File: src/rtl/assert_macros.svh
// Assertion helpers used by the RTL.
`ifndef ASSERT_MACROS_SVH
`define ASSERT_MACROS_SVH

`ifndef NO_ASSERTIONS

// Same-cycle implication.
`define ASSERT_SAME(label, clk, rst_n, ante, cons, msg) \
    label: assert property (@(posedge clk) disable iff (!rst_n) (ante) |-> (cons)) \
        else $error(msg);

// Next-cycle implication.
`define ASSERT_NEXT(label, clk, rst_n, ante, cons, msg) \
    label: assert property (@(posedge clk) disable iff (!rst_n) (ante) |=> (cons)) \
        else $error(msg);

`else

`define ASSERT_SAME(label, clk, rst_n, ante, cons, msg)
`define ASSERT_NEXT(label, clk, rst_n, ante, cons, msg)

`endif

`endif

File: src/rtl/smbr_pkg.sv
package smbr_pkg;

    localparam int MAX_BLOCK_BYTES  = 240;
    localparam int MAX_PACKET_BYTES = 2048;

    localparam int BYTE_W  = 8;
    localparam int LEN_W   = 12;
    localparam int CFG_W   = 12;
    localparam int INDEX_W = 3;

    typedef enum logic [INDEX_W-1:0] {
        REG_BUFFER_LIMIT   = 3'd0,
        REG_FIRST_OPCODE   = 3'd1,
        REG_MIDDLE_OPCODE  = 3'd2,
        REG_LAST_OPCODE    = 3'd3,
        REG_STATUS_OPCODE  = 3'd4,
        REG_LAST_BLOCK_LEN = 3'd5
    } reg_index_t;

    typedef enum logic [3:0] {
        RC_NONE      = 4'd0,
        RC_DONE      = 4'd1,
        RC_NOPKT     = 4'd2,
        RC_DUPFIRST  = 4'd3,
        RC_MIDEARLY  = 4'd4,
        RC_LASTEARLY = 4'd5,
        RC_BADLAST   = 4'd6,
        RC_STATMID   = 4'd7,
        RC_BADOP     = 4'd8,
        RC_BADSIZE   = 4'd9,
        RC_BUSERR    = 4'd10
    } result_code_t;

    typedef enum logic [1:0] {
        KIND_SKIP = 2'd0,
        KIND_COPY = 2'd1
    } block_kind_t;

    typedef struct packed {
        logic [LEN_W-1:0]  buffer_limit;
        logic [BYTE_W-1:0] first_opcode;
        logic [BYTE_W-1:0] middle_opcode;
        logic [BYTE_W-1:0] last_opcode;
        logic [BYTE_W-1:0] status_opcode;
        logic [BYTE_W-1:0] last_block_len;
    } cfg_t;

    typedef struct packed {
        logic              awaiting_first;
        logic              opcode_next;
        logic [BYTE_W-1:0] block_remaining;
        block_kind_t       block_kind;
        logic [LEN_W-1:0]  copied_count;
    } state_t;

    typedef struct packed {
        logic [BYTE_W-1:0] rx_byte;
        logic              is_count;
        logic              xfer_error;
    } item_t;

    typedef struct packed {
        logic [BYTE_W-1:0] payload_byte;
        logic              payload_valid;
        result_code_t      result_code;
        logic [LEN_W-1:0]  packet_len;
    } result_t;

endpackage

File: src/rtl/smbus_packet_reassembler_top.sv
// SMBus block-read reassembler: one received byte per request, one result per
// byte. A request is taken every cycle while the result register is empty or
// its result is being taken in the same cycle, so the sustained rate is one
// byte per clock; each result is loaded into the result register in the cycle
// after its byte is accepted, set by the single decode step between the state
// registers and that register. Configuration writes are registered and
// should be made only while no request is in flight.
`include "assert_macros.svh"

module smbus_packet_reassembler_top
(
    input  logic                                clk,
    input  logic                                rst_n,

    input  logic                                cfg_we,
    input  logic [smbr_pkg::INDEX_W-1:0]        cfg_index,
    input  logic [smbr_pkg::CFG_W-1:0]          cfg_wdata,

    input  logic                                in_valid,
    output logic                                in_ready,
    input  logic [smbr_pkg::BYTE_W-1:0]         rx_byte,
    input  logic                                is_count,
    input  logic                                xfer_error,

    output logic                                out_valid,
    input  logic                                out_ready,
    output logic [smbr_pkg::BYTE_W-1:0]         payload_byte,
    output logic                                payload_valid,
    output logic [3:0]                          result_code,
    output logic [smbr_pkg::LEN_W-1:0]          packet_len
);

    smbr_pkg::cfg_t    cfg_reg;
    smbr_pkg::state_t  state_reg;
    smbr_pkg::state_t  state_next;
    smbr_pkg::item_t   item;
    smbr_pkg::result_t res;
    smbr_pkg::result_t res_out;
    logic              accept;

    assign item.rx_byte    = rx_byte;
    assign item.is_count   = is_count;
    assign item.xfer_error = xfer_error;
    assign accept          = in_valid && in_ready;

    always_ff @(posedge clk or negedge rst_n)
    begin
        if (!rst_n)
        begin
            cfg_reg.buffer_limit   <= smbr_pkg::LEN_W'(2048);
            cfg_reg.first_opcode   <= 8'd144;
            cfg_reg.middle_opcode  <= 8'd16;
            cfg_reg.last_opcode    <= 8'd80;
            cfg_reg.status_opcode  <= 8'd221;
            cfg_reg.last_block_len <= 8'd17;
        end
        else if (cfg_we)
        begin
            case (cfg_index)
                smbr_pkg::REG_BUFFER_LIMIT:   cfg_reg.buffer_limit   <= cfg_wdata;
                smbr_pkg::REG_FIRST_OPCODE:   cfg_reg.first_opcode   <= cfg_wdata[7:0];
                smbr_pkg::REG_MIDDLE_OPCODE:  cfg_reg.middle_opcode  <= cfg_wdata[7:0];
                smbr_pkg::REG_LAST_OPCODE:    cfg_reg.last_opcode    <= cfg_wdata[7:0];
                smbr_pkg::REG_STATUS_OPCODE:  cfg_reg.status_opcode  <= cfg_wdata[7:0];
                smbr_pkg::REG_LAST_BLOCK_LEN: cfg_reg.last_block_len <= cfg_wdata[7:0];
                default:                      ;
            endcase
        end
    end

    always_ff @(posedge clk or negedge rst_n)
    begin
        if (!rst_n)
        begin
            state_reg.awaiting_first  <= 1'b1;
            state_reg.opcode_next     <= 1'b0;
            state_reg.block_remaining <= '0;
            state_reg.block_kind      <= smbr_pkg::KIND_SKIP;
            state_reg.copied_count    <= '0;
        end
        else if (accept)
        begin
            state_reg <= state_next;
        end
    end

    smbr_step u_step
    (
        .cfg        (cfg_reg),
        .state      (state_reg),
        .item       (item),
        .state_next (state_next),
        .result     (res)
    );

    smbr_out_reg u_out
    (
        .clk       (clk),
        .rst_n     (rst_n),
        .load      (accept),
        .res_in    (res),
        .ready     (in_ready),
        .out_valid (out_valid),
        .out_ready (out_ready),
        .res_out   (res_out)
    );

    assign payload_byte  = res_out.payload_byte;
    assign payload_valid = res_out.payload_valid;
    assign result_code   = res_out.result_code;
    assign packet_len    = res_out.packet_len;

    `ASSERT_SAME(a_idle_count_clear, clk, rst_n, state_reg.awaiting_first, state_reg.copied_count == '0, "copied bytes held with no packet open")
    `ASSERT_SAME(a_copy_has_len, clk, rst_n, out_valid && payload_valid, (packet_len != '0) && (result_code == smbr_pkg::RC_NONE), "copied byte with bad length or code")
    `ASSERT_NEXT(a_bus_error_code, clk, rst_n, accept && xfer_error, out_valid && (result_code == smbr_pkg::RC_BUSERR), "bus error not reported")

endmodule

File: src/rtl/smbr_step.sv
module smbr_step
(
    input  smbr_pkg::cfg_t    cfg,
    input  smbr_pkg::state_t  state,
    input  smbr_pkg::item_t   item,
    output smbr_pkg::state_t  state_next,
    output smbr_pkg::result_t result
);

    localparam int LIMIT_W = 17;

    logic [LIMIT_W-1:0]          limit_wide;
    logic [smbr_pkg::LEN_W-1:0]  limit;
    smbr_pkg::result_code_t      code;
    logic [smbr_pkg::BYTE_W-1:0] b;
    logic                        bad_size;

    // Effective limit is the smaller of the register and the packet maximum.
    assign limit_wide = (LIMIT_W'(cfg.buffer_limit) < LIMIT_W'(smbr_pkg::MAX_PACKET_BYTES))
                      ? LIMIT_W'(cfg.buffer_limit)
                      : LIMIT_W'(smbr_pkg::MAX_PACKET_BYTES);
    assign limit    = limit_wide[smbr_pkg::LEN_W-1:0];
    assign b        = item.rx_byte;
    assign bad_size = (b == '0) || (b > smbr_pkg::BYTE_W'(smbr_pkg::MAX_BLOCK_BYTES));

    always_comb
    begin
        state_next           = state;
        code                 = smbr_pkg::RC_NONE;
        result.payload_byte  = '0;
        result.payload_valid = 1'b0;
        result.packet_len    = state.copied_count;

        if (item.xfer_error)
        begin
            code                       = smbr_pkg::RC_BUSERR;
            state_next.opcode_next     = 1'b0;
            state_next.block_remaining = '0;
            state_next.block_kind      = smbr_pkg::KIND_SKIP;
        end
        else if (item.is_count)
        begin
            state_next.block_kind = smbr_pkg::KIND_SKIP;
            if (bad_size)
            begin
                code                       = smbr_pkg::RC_BADSIZE;
                state_next.opcode_next     = 1'b0;
                state_next.block_remaining = '0;
            end
            else
            begin
                state_next.opcode_next     = 1'b1;
                state_next.block_remaining = b;
            end
        end
        else if (state.opcode_next)
        begin
            state_next.opcode_next     = 1'b0;
            state_next.block_remaining = state.block_remaining - 1'b1;
            state_next.block_kind      = smbr_pkg::KIND_SKIP;
            // Opcodes are tried in priority order when registers collide.
            if (b == cfg.first_opcode)
            begin
                if (!state.awaiting_first)
                begin
                    code = smbr_pkg::RC_DUPFIRST;
                end
                else
                begin
                    state_next.awaiting_first = 1'b0;
                    state_next.block_kind     = smbr_pkg::KIND_COPY;
                end
            end
            else if (b == cfg.middle_opcode)
            begin
                if (state.awaiting_first)
                begin
                    code = smbr_pkg::RC_MIDEARLY;
                end
                else
                begin
                    state_next.block_kind = smbr_pkg::KIND_COPY;
                end
            end
            else if (b == cfg.last_opcode)
            begin
                if (state.awaiting_first)
                begin
                    code = smbr_pkg::RC_LASTEARLY;
                end
                else if (state.block_remaining != cfg.last_block_len)
                begin
                    code = smbr_pkg::RC_BADLAST;
                end
                else
                begin
                    code = smbr_pkg::RC_DONE;
                end
            end
            else if (b == cfg.status_opcode)
            begin
                code = state.awaiting_first ? smbr_pkg::RC_NOPKT : smbr_pkg::RC_STATMID;
            end
            else
            begin
                code = smbr_pkg::RC_BADOP;
            end
        end
        else if (state.block_remaining != '0)
        begin
            state_next.block_remaining = state.block_remaining - 1'b1;
            if ((state.block_kind == smbr_pkg::KIND_COPY) && (state.copied_count < limit))
            begin
                result.payload_byte     = b;
                result.payload_valid    = 1'b1;
                state_next.copied_count = state.copied_count + 1'b1;
                result.packet_len       = state.copied_count + 1'b1;
            end
        end

        // Any reported code ends the packet.
        if (code != smbr_pkg::RC_NONE)
        begin
            state_next.awaiting_first = 1'b1;
            state_next.copied_count   = '0;
        end

        result.result_code = code;
    end

endmodule

File: src/rtl/smbr_out_reg.sv
module smbr_out_reg
(
    input  logic              clk,
    input  logic              rst_n,
    input  logic              load,
    input  smbr_pkg::result_t res_in,
    output logic              ready,
    output logic              out_valid,
    input  logic              out_ready,
    output smbr_pkg::result_t res_out
);

    logic              valid_reg;
    logic              valid_next;
    smbr_pkg::result_t res_reg;

    // Take a new request when empty or when the held result leaves this cycle.
    assign ready      = !valid_reg || out_ready;
    assign valid_next = load ? 1'b1 : (valid_reg && !out_ready);

    always_ff @(posedge clk or negedge rst_n)
    begin
        if (!rst_n)
        begin
            valid_reg <= 1'b0;
        end
        else
        begin
            valid_reg <= valid_next;
        end
    end

    always_ff @(posedge clk)
    begin
        if (load)
        begin
            res_reg <= res_in;
        end
    end

    assign out_valid = valid_reg;
    assign res_out   = res_reg;

endmodule
File: config.mk
export PLATFORM = sky130hd
export DESIGN_NAME = smbus_packet_reassembler_top
export DESIGN_NICKNAME = d
export VERILOG_FILES = /design/src/rtl/smbr_pkg.sv /design/src/rtl/smbus_packet_reassembler_top.sv /design/src/rtl/smbr_step.sv /design/src/rtl/smbr_out_reg.sv
export VERILOG_INCLUDE_DIRS = /design/src /design/src/rtl
export SDC_FILE = /design/constraint.sdc
export NUM_CORES = 1
export LEC_CHECK = 0
export BUFFER_PORTS_ARGS = -buffer_cell sky130_fd_sc_hd__buf_2
export CAP_MARGIN = 0
export CORE_UTILIZATION = 55
export CTS_BUF_LIST = sky130_fd_sc_hd__clkbuf_2
export DETAILED_ROUTE_END_ITERATION = 7
export PLACE_DENSITY = 0.73
export SYNTH_ARGS = -nofsm -noshare
export SYNTH_HDL_FRONTEND = slang
export SYNTH_HIERARCHICAL = 1
export SYNTH_SLANG_ARGS = --single-unit
File: constraint.sdc
create_clock -name clk -period 5.28 [get_ports clk]
set_clock_uncertainty 0.1 [all_clocks]
set_input_delay 0.792 -clock clk [delete_from_list [all_inputs] [get_ports clk]]
set_output_delay 0.792 -clock clk [all_outputs]
set_load 0.005 [all_outputs]
==> flow_summary.toml, run 1 <==
[sta]
grt_setup_unrepaired = "no"
fin_setup_tns_ps = 0
max_slew_margin = 0.254
max_slew.worst_pin.slew_ps = 1120
finalHoldViolCount = 0
period_share = 0.670
drv_slew = 0
fin_crit_ps = 3540
setup_violations = 0
max_freq_ghz = 0.283

[hold_path]
hold_class = "in -> async"

[place]
gp_congestion = 0.885
hpwlAfterDp_microns = 8160
io_buffer_count = 56

[routing]
via_per_inst = 5.63
num_vias = 3517
initialDrtViolationCount = 126
drc = 0
wirelength_microns = 11600
antenna_left = 0
wl_per_cell_microns = 18.6
drt_first_pass_iters = 4

[finish]
multi_input_area_sq_mm = 0.00268
final_common_cell = "dfrtp_1"
fillers = 806
layout_common_cells = "dfrtp_1, mux2_2, buf_2"
area_delta_synth_final_pct = 7.91
register_area_sq_mm = 0.00270
drive_gt1_frac = 0.374
antenna_cells = 0
nets = 531
largest_reg_flops = 52

[yosys]
synth_area_sq_mm = 0.00554
ys_types = 58
yosys_register_bits = 102
yosysSeqAreaShare = 0.487
postSynthCellCount = 439
yosysWarnings = 6
synth_area_per_cell_sq_um = 12.6
syn_nets = 483

[power_and_ir_drop]
cellPowerDensity_mw_per_mm2 = 316
fin_total_pwr_mw = 1.89
ir_drop_mv = 0.170
power_leakage_nw = 2.59

[clock_tree]
clockRootBuffer = "clkbuf_2"
cts_made_buffers = 9
clock_path_buffers = 2
cts_hold_buf = 0
cts.reportedPaths.clkPinSlew_ps = 270
htree_levels = 3
cts_tree = "yes"
post_cts_resized = 0
clock_latency_ps = 560
post_cts_buffers = 0
cts_sinks = 102

[setup_path]
critPathLaunch = "cfg_reg[51]"
setup.worst_path.end_class = "register"
timing.rr.end = "state_reg[11]"
cp_max_fo = 21
worstPathArrival_ps = 3930
worstSetupStartpointType = "register"
reg2reg_from = "cfg_reg[51]"
required_ps = 5680
reg2reg_depth = 11
reg2reg_slack_ps = 1740
worstSetupPathType = "reg -> reg"

[global_routing]
grt_pass1_wl_microns = 18000
first_global_vias = 3258
grt_max_degree = 45
gr-usage-all-layers = 0.237
antenna_found_initial = 0
grt.overflow.total = 0

[floorplanning]
start_util = 0.567
coreArea_sq_mm = 0.00977
rows = 36
die_h_microns = 102
ios = 57
die_x_microns = 102
dieArea_sq_mm = 0.0105

[flow_run]
drv_cap = 0

[outcome]
status = "completed"
[power by group]
group	internal, mW	total (mW)	leakage (nW)	switching (mW)
sequential	0.944	1.04	1.19	0.0980
clock	0.115	0.372	0.0745	0.257
combinational	0.245	0.473	1.33	0.227
total	1.31	1.89	2.59	0.582
[final cells by class]
type | instances | share of cell area
sequential | 102 | 0.451
multi-input combinational | 308 | 0.448
timing repair buffer | 58 | 0.0494
tap | 133 | 0.0278
clock inverter | 5 | 0.00963
clock buffer | 11 | 0.00921
inverter | 8 | 0.00503
[metal layers]
layer | share of wire | up-vias | GRT usage | wire (microns)
met1 | 0.46 | 1739 | 0.328 | 5380
met3 | 0.047 | 12 | 0.0492 | 540
met5 | 0 | - | 0 | 0
met2 | 0.48 | 102 | 0.382 | 5530
met4 | 0.013 | 0 | 0.0593 | 150
li1 | - | 1664 | - | -
[metrics by stage]
step,util,cell area (sq um),hold WS [ps],worst slack (ps),cells
4_1_cts,0.611,5980,271,1730,625
6_report,0.611,5980,258,1740,625
3_5_place_dp,0.600,5860,396,1720,609
5_1_grt,0.611,5980,282,1460,625
3_3_place_gp,0.600,5860,394,1800,609
2_1_floorplan,-,5540,372,2380,439
[worst max-delay path, cell delays in order, from the launching register on]
cell	delay, ps
dfstp_2	590
inv_1	150
nand2_1	110
ha_1	250
a21o_1	160
a21o_1	180
a21o_1	190
a211oi_2	930
nand4_1	250
xnor2_1	210
nor2b_1	130
mux2_2	260
[cell usage after synthesis (all sizes together)]
library cell / n / area, sq um
a211o: 1 / 8.76
and4bb: 3 / 37.5
and4b: 1 / 13.8
ha: 14 / 175
and3: 1 / 6.26
dfrtp: 62 / 1550
o2111a: 1 / 11.3
nand2: 32 / 125
nand4: 12 / 75.1
a2111oi: 1 / 8.76
o31ai: 1 / 7.51
nand2b: 3 / 28.8
a21oi: 5 / 25.0
o221a: 1 / 11.3
o311a: 1 / 10.0
xnor2: 31 / 272
nor4: 11 / 124
a21o: 7 / 52.6
nor3b: 2 / 20.0
nor3: 3 / 15.0
xor2: 27 / 236
and2: 11 / 68.8
clkbuf: 5 / 18.8
mux2: 77 / 927
inv: 8 / 30.0
edfxtp: 25 / 751
buf: 16 / 118
nor2b: 13 / 81.3
a311oi: 2 / 23.8
nor4b: 2 / 32.5
o21ai: 9 / 45.0
o2111ai: 1 / 8.76
o32ai: 1 / 8.76
dfstp: 15 / 394
or2: 1 / 6.26
a22o: 1 / 8.76
nor2: 15 / 56.3
nand4b: 3 / 38.8
a221oi: 1 / 15.0
nand3: 8 / 45.0
a32oi: 1 / 8.76
a211oi: 1 / 12.5
and4: 2 / 17.5
a31oi: 1 / 6.26
[worst max path at each step]
stage | slack, ps | cells after the start | end
floorplan | 2380 | 10 | state_reg[23]
global placement | 1800 | 11 | state_reg[8]
detailed placement | 1720 | 11 | state_reg[11]
CTS | 1730 | 11 | state_reg[11]
global route | 1460 | 11 | state_reg[8]
finish | 1740 | 11 | state_reg[11]
[kinds of logic (layout without fill, tap and decap cells)]
group                    after synthesis  after routing  share of synthesized area
adder cells (fa/ha/maj)               14             14                     0.0316
XOR/XNOR                              58             58                     0.0917
multiplexers                          77             77                      0.167
flip-flops                           102            102                      0.487
AO/OA/AOI/OAI                         36             36                     0.0493
buffers and inverters                 29             82                     0.0300
AND/OR/NAND/NOR                      123            123                      0.143
(Power assumes the default switching activity.)
==> run 2: changes to the inputs <==
- clock period: 5.28 -> 3.35 ns (I/O delays scaled with it)
==> flow_summary.toml, run 2 (synthesis gave the netlist of run 1 again) <==
[floorplanning]
dieArea_sq_mm = 0.0105
start_util = 0.567
die_h_microns = 102
coreArea_sq_mm = 0.00977
ios = 57
die_x_microns = 102
rows = 36

[sta]
setup_ws_ps = 296
fin_setup_tns_ps = 0
setup_violations = 0
grt_setup_unrepaired = "no"
drv_slew = 0
period_share = 0.912
max_slew_margin = 0.400
max_freq_ghz = 0.327
max_slew.worst_pin.slew_ps = 899
finalHoldViolCount = 0
fin_crit_ps = 3050

[power_and_ir_drop]
cellPowerDensity_mw_per_mm2 = 485
power_leakage_nw = 2.61
ir_drop_mv = 0.321

[flow_run]
drv_cap = 0

[clock_tree]
htree_levels = 3
clock_path_buffers = 2
post_cts_buffers = 0
cts_made_buffers = 9
clockRootBuffer = "clkbuf_2"
clock_latency_ps = 570
cts_tree = "yes"
cts.reportedPaths.clkPinSlew_ps = 270
cts_sinks = 102

[global_routing]
grt.overflow.total = 0
antenna_found_initial = 0
grt_pass1_wl_microns = 18700
grt_max_degree = 33
gr-usage-all-layers = 0.243
first_global_vias = 3414

[place]
hpwlAfterDp_microns = 8220
placed_area_sq_mm = 0.00589
io_buffer_count = 56
gp_congestion = 0.807
place_ws_ps = 369

[setup_path]
worstPathArrival_ps = 3420
cp_max_fo = 21
worstSetupPathType = "reg -> reg"
required_ps = 3710
setup.worst_path.end_class = "register"
worstSetupStartpointType = "register"

[outcome]
status = "completed"

[finish]
area_delta_synth_final_pct = 8.74
final_common_cell = "dfrtp_1"
fin_util = 0.616
drive_gt1_frac = 0.375
design_area_sq_mm = 0.00602
nets = 538
largest_reg_flops = 52
antenna_cells = 0
layout_common_cells = "dfrtp_1, mux2_2, buf_2"

[routing]
initialDrtViolationCount = 153
via_per_inst = 5.63
wl_per_cell_microns = 18.3
drt_first_pass_iters = 4
num_vias = 3557
wirelength_microns = 11600
antenna_left = 0
drc = 0

[hold_path]
hold_class = "in -> reg"
-- run 2: cell count changes in the layout (fill, tap and decap cells not counted), sizes merged --
cell and delta:
dlygate4sd3 +4, buf +3, bufinv -1, clkbuf -1
clkinvlp +1, inv +1
-- run 2: worst max-delay path, stage by stage, from the launching register on --
cell and delay (ps):
dfstp_2 610, inv_1 140, nand2_1 120, ha_1 250, a21o_1 170, a21o_1 180
a21o_1 180, a211oi_2 210, buf_4 250, mux2_1 360, nor2b_1 140, mux2_2 260
-- run 2: final timing paths --
check / from / to / slack (ps) / cells after the start
worst max-delay path: cfg_reg[51] / state_reg[1] / 300 / 11
min in group asynchronous: rst_n / state_reg[3] / 250 / 2
worst min register to register: cfg_reg[40] / cfg_reg[40] / 460 / 1
max in group asynchronous: rst_n / cfg_reg[22] / 2060 / 3
worst max register to register: cfg_reg[51] / state_reg[1] / 300 / 11
worst min-delay path: cfg_wdata[11] / cfg_reg[51] / 80 / 2
-- run 2: metrics by stage --
step | total power, mW | cells | hold WS (ps)
after detailed placement | 2.41 | 612 | 389
after global placement | 2.38 | 612 | 381
after CTS | 2.94 | 630 | 13.2
after global routing | 3.10 | 632 | 0.803
after floorplan | 2.22 | 439 | 107
final | 2.92 | 632 | 79.0
-- run 2: final cells by class --
cell class              count  area (sq um)
fillers                   813          3750
flip-flops and latches    102          2700
multi-input cells         308          2680
repair buffers             65           358
well taps                 133           166
clock buffers              10          50.0
clock inverters             6          46.3
inverters                   8          30.0
-- run 2: per-layer routing --
layer | vias up | global-route usage | wire [microns]
met5 | - | 0 | 0
met4 | 0 | 0.0538 | 71
met3 | 6 | 0.0417 | 585
met2 | 103 | 0.390 | 5500
met1 | 1766 | 0.347 | 5410
li1 | 1682 | - | -
-- run 2: power by group --
part	switching (mW)	leakage [nW]	internal, mW	total, mW
combinational	0.353	1.36	0.393	0.746
sequential	0.158	1.19	1.49	1.65
clock	0.417	0.0624	0.109	0.526
-- run 2: timing repair --
action | in CTS | in global routing
hold buffers | 2 | 2
resized for setup | 0 | 0
hold endpoints to repair | 16 | 2
